File: src/hdl/nfa_pkg.sv
package nfa_pkg;

  // field widths
  localparam int ID_W      = 10;
  localparam int STATUS_W  = 2;
  localparam int CFG_IDX_W = 1;

  // bitmap word layout
  localparam int WORD_W = 32;
  localparam int BIT_W  = 5;

  // operation codes
  localparam logic FUNC_ALLOC = 1'b0;
  localparam logic FUNC_FREE  = 1'b1;

  // register indexes
  localparam logic [CFG_IDX_W-1:0] REG_ID_MIN = 1'b0;
  localparam logic [CFG_IDX_W-1:0] REG_ID_MAX = 1'b1;

  // result status codes
  localparam logic [STATUS_W-1:0] ST_OK      = 2'd0;
  localparam logic [STATUS_W-1:0] ST_INVALID = 2'd1;
  localparam logic [STATUS_W-1:0] ST_FULL    = 2'd2;

  // sequencer states
  typedef enum logic [2:0] {
    S_IDLE,
    S_LOOKUP,
    S_UPDATE,
    S_BEGIN,
    S_SCAN,
    S_COMMIT
  } state_t;

endpackage

File: src/hdl/next_fit_id_allocator_unit.sv
// channel   | handshake              | payload
// ----------+------------------------+-------------------------------
// command   | start, busy            | func, id
// result    | done (one-cycle pulse) | status, allocated_id
// config    | cfg_valid, cfg_ready   | cfg_index, cfg_data
//
// sequence: free or a specific-id alloc goes through lookup and update before
//   the done beat (lookup alone when the requested id is out of range); an
//   any-id alloc scans the bitmap one 32-bit word per cycle through the RAM
//   read port, two passes at most
// reset: synchronous; the bitmap reads as clear through per-word valid bits,
//   so no clearing pass is needed and the block is ready right after reset
// stalls: busy holds off commands; results cannot be held off by the receiver
module next_fit_id_allocator_unit #(
  parameter int ID_COUNT = 1024
) (
  input  logic                            clk,
  input  logic                            rst,
  input  logic                            start,
  output logic                            busy,
  input  logic                            func,
  input  logic [nfa_pkg::ID_W-1:0]        id,
  output logic                            done,
  output logic [nfa_pkg::STATUS_W-1:0]    status,
  output logic [nfa_pkg::ID_W-1:0]        allocated_id,
  input  logic                            cfg_valid,
  output logic                            cfg_ready,
  input  logic [nfa_pkg::CFG_IDX_W-1:0]   cfg_index,
  input  logic [nfa_pkg::ID_W-1:0]        cfg_data
);

  import nfa_pkg::*;

  // ids that fit both the id field and the bitmap
  localparam int ID_LIMIT = (ID_COUNT < (1 << ID_W)) ? ID_COUNT : (1 << ID_W);
  localparam int WORDS    = (ID_LIMIT + WORD_W - 1) / WORD_W;
  localparam int WAW      = (WORDS > 1) ? $clog2(WORDS) : 1;
  localparam logic [ID_W-1:0] ID_TOP = ID_W'(ID_LIMIT - 1);

  state_t state, state_next;

  // configuration and allocator state
  logic [ID_W-1:0] id_min, id_max, next_id;
  logic [WORDS-1:0] word_vld;

  // latched command
  logic            op_func;
  logic [ID_W-1:0] op_id;

  // scan control
  logic            pass2;
  logic [ID_W-1:0] lo_q, hi_q;
  logic [WAW-1:0]  rd_word, chk_word;
  logic            issue_done, chk_pend;
  logic [WAW-1:0]  hit_word;
  logic [BIT_W-1:0] hit_bit_q;
  logic [WORD_W-1:0] hit_data;

  // ram ports
  logic              ram_we;
  logic [WAW-1:0]    ram_waddr, ram_raddr;
  logic [WORD_W-1:0] ram_wdata, ram_rdata;
  logic              rd_vld_q;

  // combinational datapath
  logic [WORD_W-1:0] data_eff, mask_lo, mask_hi, free_bits, op_bitsel;
  logic [BIT_W-1:0]  hit_bit;
  logic              op_in_map, op_out_range, pass_empty;
  logic [ID_W-1:0]   lo_new, hi_new, start_id;
  logic [ID_W:0]     hit_id_inc;
  logic [ID_W-1:0]   hit_id;
  logic              resp_fire;
  logic [STATUS_W-1:0] resp_status;
  logic [ID_W-1:0]   resp_id;

  assign busy      = (state != S_IDLE);
  assign cfg_ready = 1'b1;

  nfa_ram #(
    .WIDTH(WORD_W),
    .DEPTH(WORDS)
  ) u_map_ram (
    .clk  (clk),
    .we   (ram_we),
    .waddr(ram_waddr),
    .wdata(ram_wdata),
    .raddr(ram_raddr),
    .rdata(ram_rdata)
  );

  // a word never written reads as all clear
  assign data_eff  = ram_rdata & {WORD_W{rd_vld_q}};
  assign op_bitsel = WORD_W'(1) << op_id[BIT_W-1:0];
  assign op_in_map = ({1'b0, op_id} < (ID_W + 1)'(ID_LIMIT));
  assign op_out_range = (op_id < id_min) || (op_id > id_max) || !op_in_map;

  // search bounds for the pass about to start
  assign start_id   = (next_id < id_min) ? id_min : next_id;
  assign lo_new     = pass2 ? id_min : start_id;
  assign hi_new     = (id_max > ID_TOP) ? ID_TOP : id_max;
  assign pass_empty = (lo_new > hi_new);

  // free bits of the checked word inside [lo, hi]
  assign mask_lo = (chk_word == WAW'(lo_q >> BIT_W)) ?
                   ({WORD_W{1'b1}} << lo_q[BIT_W-1:0]) : {WORD_W{1'b1}};
  assign mask_hi = (chk_word == WAW'(hi_q >> BIT_W)) ?
                   ({WORD_W{1'b1}} >> (~hi_q[BIT_W-1:0])) : {WORD_W{1'b1}};
  assign free_bits = ~data_eff & mask_lo & mask_hi;

  // lowest free bit
  always_comb begin
    hit_bit = '0;
    for (int i = WORD_W - 1; i >= 0; i--) begin
      if (free_bits[i]) begin
        hit_bit = BIT_W'(i);
      end
    end
  end

  assign hit_id     = ID_W'({hit_word, hit_bit_q});
  assign hit_id_inc = {1'b0, hit_id} + 1'b1;

  // next state
  always_comb begin
    state_next = state;
    case (state)
      S_IDLE: begin
        if (start) begin
          state_next = ((func == FUNC_FREE) || (id != '0)) ? S_LOOKUP : S_BEGIN;
        end
      end
      S_LOOKUP: begin
        if (op_func == FUNC_FREE) begin
          state_next = op_in_map ? S_UPDATE : S_IDLE;
        end else begin
          state_next = op_out_range ? S_IDLE : S_UPDATE;
        end
      end
      S_UPDATE: state_next = S_IDLE;
      S_BEGIN: begin
        if (!pass_empty) begin
          state_next = S_SCAN;
        end else if (pass2) begin
          state_next = S_IDLE;
        end
      end
      S_SCAN: begin
        if (chk_pend && (free_bits != '0)) begin
          state_next = S_COMMIT;
        end else if (issue_done && !chk_pend) begin
          state_next = pass2 ? S_IDLE : S_BEGIN;
        end
      end
      S_COMMIT: state_next = S_IDLE;
      default:  state_next = S_IDLE;
    endcase
  end

  // ram controls and result
  always_comb begin
    ram_we      = 1'b0;
    ram_waddr   = WAW'(op_id >> BIT_W);
    ram_wdata   = data_eff;
    ram_raddr   = rd_word;
    resp_fire   = 1'b0;
    resp_status = ST_OK;
    resp_id     = '0;
    case (state)
      S_LOOKUP: begin
        ram_raddr = WAW'(op_id >> BIT_W);
        if ((op_func == FUNC_FREE) && !op_in_map) begin
          resp_fire = 1'b1;
        end else if ((op_func == FUNC_ALLOC) && op_out_range) begin
          resp_fire   = 1'b1;
          resp_status = ST_INVALID;
        end
      end
      S_UPDATE: begin
        resp_fire = 1'b1;
        if (op_func == FUNC_FREE) begin
          ram_we    = 1'b1;
          ram_wdata = data_eff & ~op_bitsel;
        end else if ((data_eff & op_bitsel) != '0) begin
          resp_status = ST_FULL;
        end else begin
          ram_we    = 1'b1;
          ram_wdata = data_eff | op_bitsel;
          resp_id   = op_id;
        end
      end
      S_BEGIN: begin
        if (pass_empty && pass2) begin
          resp_fire   = 1'b1;
          resp_status = ST_FULL;
        end
      end
      S_SCAN: begin
        if (!(chk_pend && (free_bits != '0)) && issue_done && !chk_pend && pass2) begin
          resp_fire   = 1'b1;
          resp_status = ST_FULL;
        end
      end
      S_COMMIT: begin
        ram_we    = 1'b1;
        ram_waddr = hit_word;
        ram_wdata = hit_data | (WORD_W'(1) << hit_bit_q);
        resp_fire = 1'b1;
        resp_id   = hit_id;
      end
      default: begin
        ram_we = 1'b0;
      end
    endcase
  end

  // control registers
  always_ff @(posedge clk) begin
    if (rst) begin
      state    <= S_IDLE;
      id_min   <= '0;
      id_max   <= ID_W'(1023);
      next_id  <= '0;
      word_vld <= '0;
      done     <= 1'b0;
      chk_pend <= 1'b0;
    end else begin
      state <= state_next;
      done  <= resp_fire;

      // configuration beat
      if (cfg_valid && cfg_ready) begin
        if (cfg_index == REG_ID_MIN) begin
          id_min <= cfg_data;
        end else if (cfg_index == REG_ID_MAX) begin
          id_max <= cfg_data;
        end
      end

      if (ram_we) begin
        word_vld[ram_waddr] <= 1'b1;
      end

      // advance the next-fit pointer on an any-id grant
      if (state == S_COMMIT) begin
        next_id <= (hit_id_inc > {1'b0, id_max}) ? id_min : hit_id_inc[ID_W-1:0];
      end

      chk_pend <= (state == S_SCAN) && !issue_done;
    end
  end

  // payload and scan registers
  always_ff @(posedge clk) begin
    rd_vld_q <= word_vld[ram_raddr];
    chk_word <= rd_word;

    if (resp_fire) begin
      status       <= resp_status;
      allocated_id <= resp_id;
    end

    case (state)
      S_IDLE: begin
        op_func <= func;
        op_id   <= id;
        pass2   <= 1'b0;
      end
      S_BEGIN: begin
        lo_q       <= lo_new;
        hi_q       <= hi_new;
        rd_word    <= WAW'(lo_new >> BIT_W);
        issue_done <= 1'b0;
        if (pass_empty) begin
          pass2 <= 1'b1;
        end
      end
      S_SCAN: begin
        if (!issue_done) begin
          rd_word <= rd_word + 1'b1;
          if (rd_word == WAW'(hi_q >> BIT_W)) begin
            issue_done <= 1'b1;
          end
        end
        if (chk_pend && (free_bits != '0)) begin
          hit_word  <= chk_word;
          hit_bit_q <= hit_bit;
          hit_data  <= data_eff;
        end else if (issue_done && !chk_pend) begin
          pass2 <= 1'b1;
        end
      end
      default: begin
        pass2 <= pass2;
      end
    endcase
  end

endmodule

File: src/hdl/nfa_ram.sv
module nfa_ram #(
  parameter int WIDTH = 32,
  parameter int DEPTH = 32
) (
  input  logic                                  clk,
  input  logic                                  we,
  input  logic [((DEPTH > 1) ? $clog2(DEPTH) : 1)-1:0] waddr,
  input  logic [WIDTH-1:0]                      wdata,
  input  logic [((DEPTH > 1) ? $clog2(DEPTH) : 1)-1:0] raddr,
  output logic [WIDTH-1:0]                      rdata
);

  logic [WIDTH-1:0] mem [DEPTH];

  // one write port, one registered read port
  always_ff @(posedge clk) begin
    if (we) begin
      mem[waddr] <= wdata;
    end
    rdata <= mem[raddr];
  end

endmodule

File: config.mk
export PLATFORM = sky130hd
export DESIGN_NAME = next_fit_id_allocator_unit
export DESIGN_NICKNAME = d
export VERILOG_FILES = /design/src/hdl/nfa_pkg.sv /design/src/hdl/next_fit_id_allocator_unit.sv /design/src/hdl/nfa_ram.sv
export SDC_FILE = /design/constraint.sdc
export NUM_CORES = 2
export LEC_CHECK = 0
export CAP_MARGIN = 20
export CELL_PAD_IN_SITES_DETAIL_PLACEMENT = 1
export CELL_PAD_IN_SITES_GLOBAL_PLACEMENT = 1
export CORE_MARGIN = 2
export CORE_UTILIZATION = 49
export DETAILED_ROUTE_END_ITERATION = 10
export DONT_BUFFER_PORTS = 1
export PLACE_DENSITY = 0.77
export SETUP_SLACK_MARGIN = 0.05
export SYNTH_ARGS = -nofsm -noshare
export SYNTH_HDL_FRONTEND = slang
export SYNTH_SLANG_ARGS = --single-unit
File: constraint.sdc
create_clock -name clk -period 4.6 [get_ports clk]
set_input_delay 0.23 -clock clk [delete_from_list [all_inputs] [get_ports clk]]
set_output_delay 0.23 -clock clk [all_outputs]
set_load 0.1 [all_outputs]
==> summary by stage <==
Die
The width of the die is 327.3 um. The die is around 330 um tall. The number of ports placed on the die boundary is 41. The die covers 107100 um2.

The initial utilization of the core area, before any placement, comes to 0.4940. In this run the standard cell core region covers 103600 um2. After floorplanning, the core was divided into 118 placement rows.

Detailed routing
The first routing iteration left approximately 3500 violations. The post-detailed-route wirelength per cell is 32.92 um. The final layout contains routed wiring with a total length of 159800 um.

Across all layers, the routed design uses 31560 vias. For this run, design rule violations remaining after detail routing come to 0. The length of the first detailed-routing pass in iterations is 6.

The via-per-instance ratio is 6.502. The final antenna-violating net count is 0.

Yosys
The top cell type by total area after synthesis is sky130_fd_sc_hd__edfxtp_1. The distinct cell type count of the synthesized netlist is a little over 90. The count of state elements after synthesis is ~1200. The number of nets in the synthesized netlist is approximately 3300.

Yosys attributes the largest share of cell area to sky130_fd_sc_hd__edfxtp_1, sky130_fd_sc_hd__mux4_2, sky130_fd_sc_hd__dfxtp_1. The share of async-settable or async-resettable flops after synthesis is 0. The top flip-flop cell by instance count after synthesis is sky130_fd_sc_hd__edfxtp_1. In the synthesized netlist, the number of instances is about 3300. The mapped netlist covers ~51000 um2.

The sequential share of the synthesized area is 0.6956. During synthesis, Yosys emitted a total of 0 warnings. The share of synthesized area in the top cell type comes to 0.6545. A synthesized cell averages 15.73 um2.

The number of enable-type register cells in the synthesized netlist is 1116.

Clocking
The insertion delay of the later-clocked pin in the worst-skew pair is 750 ps. The clock transition at the register clock pins on the worst setup and hold paths after CTS is approximately 70 ps. TritonCTS built the clock tree. The maximum buffer depth of the clock tree is 3. In this run the clock root is driven by a sky130_fd_sc_hd__clkbuf_16. The clock sink count is 1221.

The TritonCTS buffer count is 120. The number of post-CTS setup repair buffers is 0. The H-tree depth reported by CTS is 3.

Setup path
The worst setup path is launched from a register. The endpoint required time on the critical path is approximately 5000 ps. For the worst setup path, the data arrival time is 4680 ps. The number of cell instances on the worst register-to-register path is 18.

The register-to-register setup slack is roughly 330 ps. The worst setup path is captured at a register. The end of the worst register-to-register path is allocated_id[3].

The critical path is of the reg -> reg type. The maximum fanout along the worst path is 12. In this run the critical register-to-register path is launched from id_min[5].

Pwr
In this run the static leakage power is 19.79 nW. The peak supply drop is 0.3528 mV. Of the total power, the share spent switching nets is 0.2597. For this design the total switching power over the nets is 0.006838 W. The internal power is roughly 0.02 W. The sequential share of power is 0.489. The share of total power dissipated in the clock network is 0.385. The share of total power dissipated in combinational logic is 0.126. Power spread over the standard cell area amounts to ~450 nW/um2.

Timing
The worst clock skew on the final layout is 65.56 ps. The number of failing hold endpoints at the final stage is 0. The post-layout minimum cycle time is 4270 ps. The final period utilization is 0.9282. For the pin with the worst max-slew slack, the measured transition is 1006 ps. The worst pin sits at a relative slew slack of 0.3292.

The max-slew violation count is 0. Based on the critical path, the design can be clocked at up to approximately 0.23 GHz. The final hold slack is approximately 34 ps. Setup repair after global routing left no endpoint under its margin. The number of setup violations in the final report is 0.

Finish
The final-layout fill cell count is about 9500. Of the cells placed in the final design, the portion with a size suffix greater than 1 is 0.2131. Compared with the post-synthesis result, the final layout area differs by 14.57%. The library cell used most frequently in the layout, excluding fill and tap cells, is sky130_fd_sc_hd__edfxtp_1.

After the last flow step, the layout net total stands at between 3000 and 4000. Summing all non-filler instances in the final layout gives an area of 58660 um2. In the layout the commonest cells are sky130_fd_sc_hd__edfxtp_1, sky130_fd_sc_hd__nand2_1, sky130_fd_sc_hd__mux4_2.

Worst hold path
The worst hold path begins at rst. The tightest min-delay check is of the in -> reg type. Counting instances, the worst hold path has a depth of 2. The worst hold path terminates at word_vld[19].

Placed design
The count of input and output buffers is 0. At the end of routability-driven placement, the weighted congestion stood at 0.9426. Summed over all nets, the half-perimeter wirelength after detailed placement is 97310 um. After detailed placement, the total cell area comes to 54100 um2.

GRT
The number of antenna violations at the first check in global routing is 6. The all-layer global routing usage is 0.3006. The total global routing overflow is 0.

The met1 layer usage reported by global route is 0.4132. For met3 alone, demand over resource in global routing was 0.04154. The via count of the first global-routing pass came to ~33000. The pin count of the biggest net entering global routing is 82. In this run the most used layer during global routing was met2.

The first global-routing pass estimated 233000 um of wire. For met2 alone, demand over resource in global routing was 0.4895.

Flow run
Across the run, the number of max-cap violations was 0.

Status
The flow ran to the end, and the final reports show no timing, DRC or antenna violations.
[metrics by stage]
stage	instances	worst slack [ps]	power, W	setup TNS [ps]	util
after floorplan	3255	-81.48	0.01498	-10220	-
after global placement	4579	139.7	0.01619	0	0.5218
after detailed placement	4580	171.3	0.01633	0	0.5220
after CTS	4844	136.7	0.02640	0	0.5651
after global routing	4848	57.77	0.02703	0	0.5659
final	4853	330.1	0.02633	0	0.5660
[flip-flops by register name, indices dropped and copies added, names as in the netlist]
name,cells
next_id,10
state,3
chk_word,5
op_id,10
id_min,10
chk_pend,1
issue_done,1
rd_word,5
rd_vld_q,1
hi_q,10
done,1
lo_q,10
pass2,1
hit_bit_q,5
hit_word,5
id_max,10
status,2
word_vld,32
u_map_ram.mem,1024
hit_data,32
op_func,1
allocated_id,10
u_map_ram.rdata,32
[timing repair]
action / 4_1_cts / 5_1_grt
setup endpoints to repair: 0 / 12
hold buffers: 38 / 0
gates resized for setup: 0 / 5
hold endpoints to repair: 61 / 0
[layout make-up]
| cell class | count | area [um2] | area share |
|---|---|---|---|
| Antenna cell | 5 | 12.51 | 0.0002133 |
| Timing Repair Buffer | 198 | 2076 | 0.03539 |
| Inverter | 76 | 285.3 | 0.004863 |
| Multi-Input combinational cell | 1747 | 14860 | 0.2534 |
| Clock inverter | 76 | 877.1 | 0.01495 |
| Tap cell | 1380 | 1727 | 0.02943 |
| Sequential cell | 1221 | 35610 | 0.6071 |
| Clock buffer | 150 | 3207 | 0.05467 |
[Yosys cell counts, types with 7 or more instances]
master                        n
sky130_fd_sc_hd__a211oi_1    11
sky130_fd_sc_hd__a21o_1      17
sky130_fd_sc_hd__a21oi_1    118
sky130_fd_sc_hd__a222oi_1    12
sky130_fd_sc_hd__a22o_1      10
sky130_fd_sc_hd__a31oi_1     33
sky130_fd_sc_hd__and2_1      23
sky130_fd_sc_hd__and3_1      18
sky130_fd_sc_hd__buf_1       28
sky130_fd_sc_hd__buf_2       52
sky130_fd_sc_hd__buf_4        8
sky130_fd_sc_hd__clkbuf_1   121
sky130_fd_sc_hd__dfxtp_1    105
sky130_fd_sc_hd__edfxtp_1  1116
sky130_fd_sc_hd__ha_1        55
sky130_fd_sc_hd__inv_1       75
sky130_fd_sc_hd__mux2_2      20
sky130_fd_sc_hd__mux2i_1     11
sky130_fd_sc_hd__mux4_2     265
sky130_fd_sc_hd__nand2_1    404
sky130_fd_sc_hd__nand2b_1    15
sky130_fd_sc_hd__nand3_1    221
sky130_fd_sc_hd__nand4_1     14
sky130_fd_sc_hd__nor2_1     114
sky130_fd_sc_hd__nor2b_1     16
sky130_fd_sc_hd__nor3_1      43
sky130_fd_sc_hd__nor3_2       9
sky130_fd_sc_hd__o21a_1      22
sky130_fd_sc_hd__o21ai_0     83
sky130_fd_sc_hd__o21ai_1     37
sky130_fd_sc_hd__o31ai_1     19
sky130_fd_sc_hd__or3_1        7
sky130_fd_sc_hd__xnor2_1     16
sky130_fd_sc_hd__xor2_1       7
[critical path, stage by stage, from the launching register on]
cell and delay [ps]:
sky130_fd_sc_hd__dfxtp_1 370, sky130_fd_sc_hd__inv_1 100, sky130_fd_sc_hd__ha_1 340, sky130_fd_sc_hd__a2111oi_2 400, sky130_fd_sc_hd__o21ai_1 150, sky130_fd_sc_hd__a21oi_2 170, sky130_fd_sc_hd__buf_6 180, sky130_fd_sc_hd__mux2_2 380
sky130_fd_sc_hd__ha_1 310, sky130_fd_sc_hd__nand4_1 130, sky130_fd_sc_hd__nor4_2 280, sky130_fd_sc_hd__a21oi_1 70, sky130_fd_sc_hd__o21ai_0 70, sky130_fd_sc_hd__o21ai_0 100, sky130_fd_sc_hd__buf_4 160, sky130_fd_sc_hd__o22a_1 220
sky130_fd_sc_hd__nand2b_1 200, sky130_fd_sc_hd__nand3_1 110, sky130_fd_sc_hd__buf_4 220
[power groups by stage]
| stage | Combinational [W] | Sequential [W] | Clock [W] |
|---|---|---|---|
| final | 0.00332 | 0.0129 | 0.0101 |
| after global routing | 0.00354 | 0.0129 | 0.0106 |
| after CTS | 0.00329 | 0.0129 | 0.0102 |
| after detailed placement | 0.00322 | 0.0131 | 0 |
| after global placement | 0.00309 | 0.0131 | 0 |
| after floorplan | 0.00199 | 0.0130 | 0 |
[logic make-up (layout without fill, tap and decap cells)]
| group | Yosys count | count (layout) | share of synthesized area |
|---|---|---|---|
| buffers and inverters | 287 | 500 | 0.02319 |
| DFF | 1221 | 1221 | 0.6956 |
| xor gates and xnor gates | 25 | 25 | 0.004570 |
| muxes | 296 | 296 | 0.1231 |
| AOI/OAI and AO/OA | 438 | 438 | 0.05496 |
| and+or+nand+nor | 932 | 932 | 0.08509 |
| other | 1 | 6 | 0.00007324 |
| adders and majority gates | 55 | 55 | 0.01344 |
[metal layers]
metal	share of wire	vias up
li1	-	12950
met1	0.40	16590
met2	0.49	1644
met3	0.072	375
met4	0.042	4
met5	0.00016	-
[worst max-delay path by stage]
stage / startpoint / endpoint / slack [ps] / cells after the start
3_5_place_dp: id_min[5] / status[0] / 170 / 18
4_1_cts: id_min[5] / allocated_id[3] / 140 / 18
2_1_floorplan: op_id[2] / u_map_ram.mem[27][0] / -80 / 8
6_report: id_min[5] / allocated_id[3] / 330 / 18
5_1_grt: id_min[5] / allocated_id[3] / 60 / 18
3_3_place_gp: id_min[5] / allocated_id[3] / 140 / 18
No activity file was read; power rests on OpenSTA's default activity.
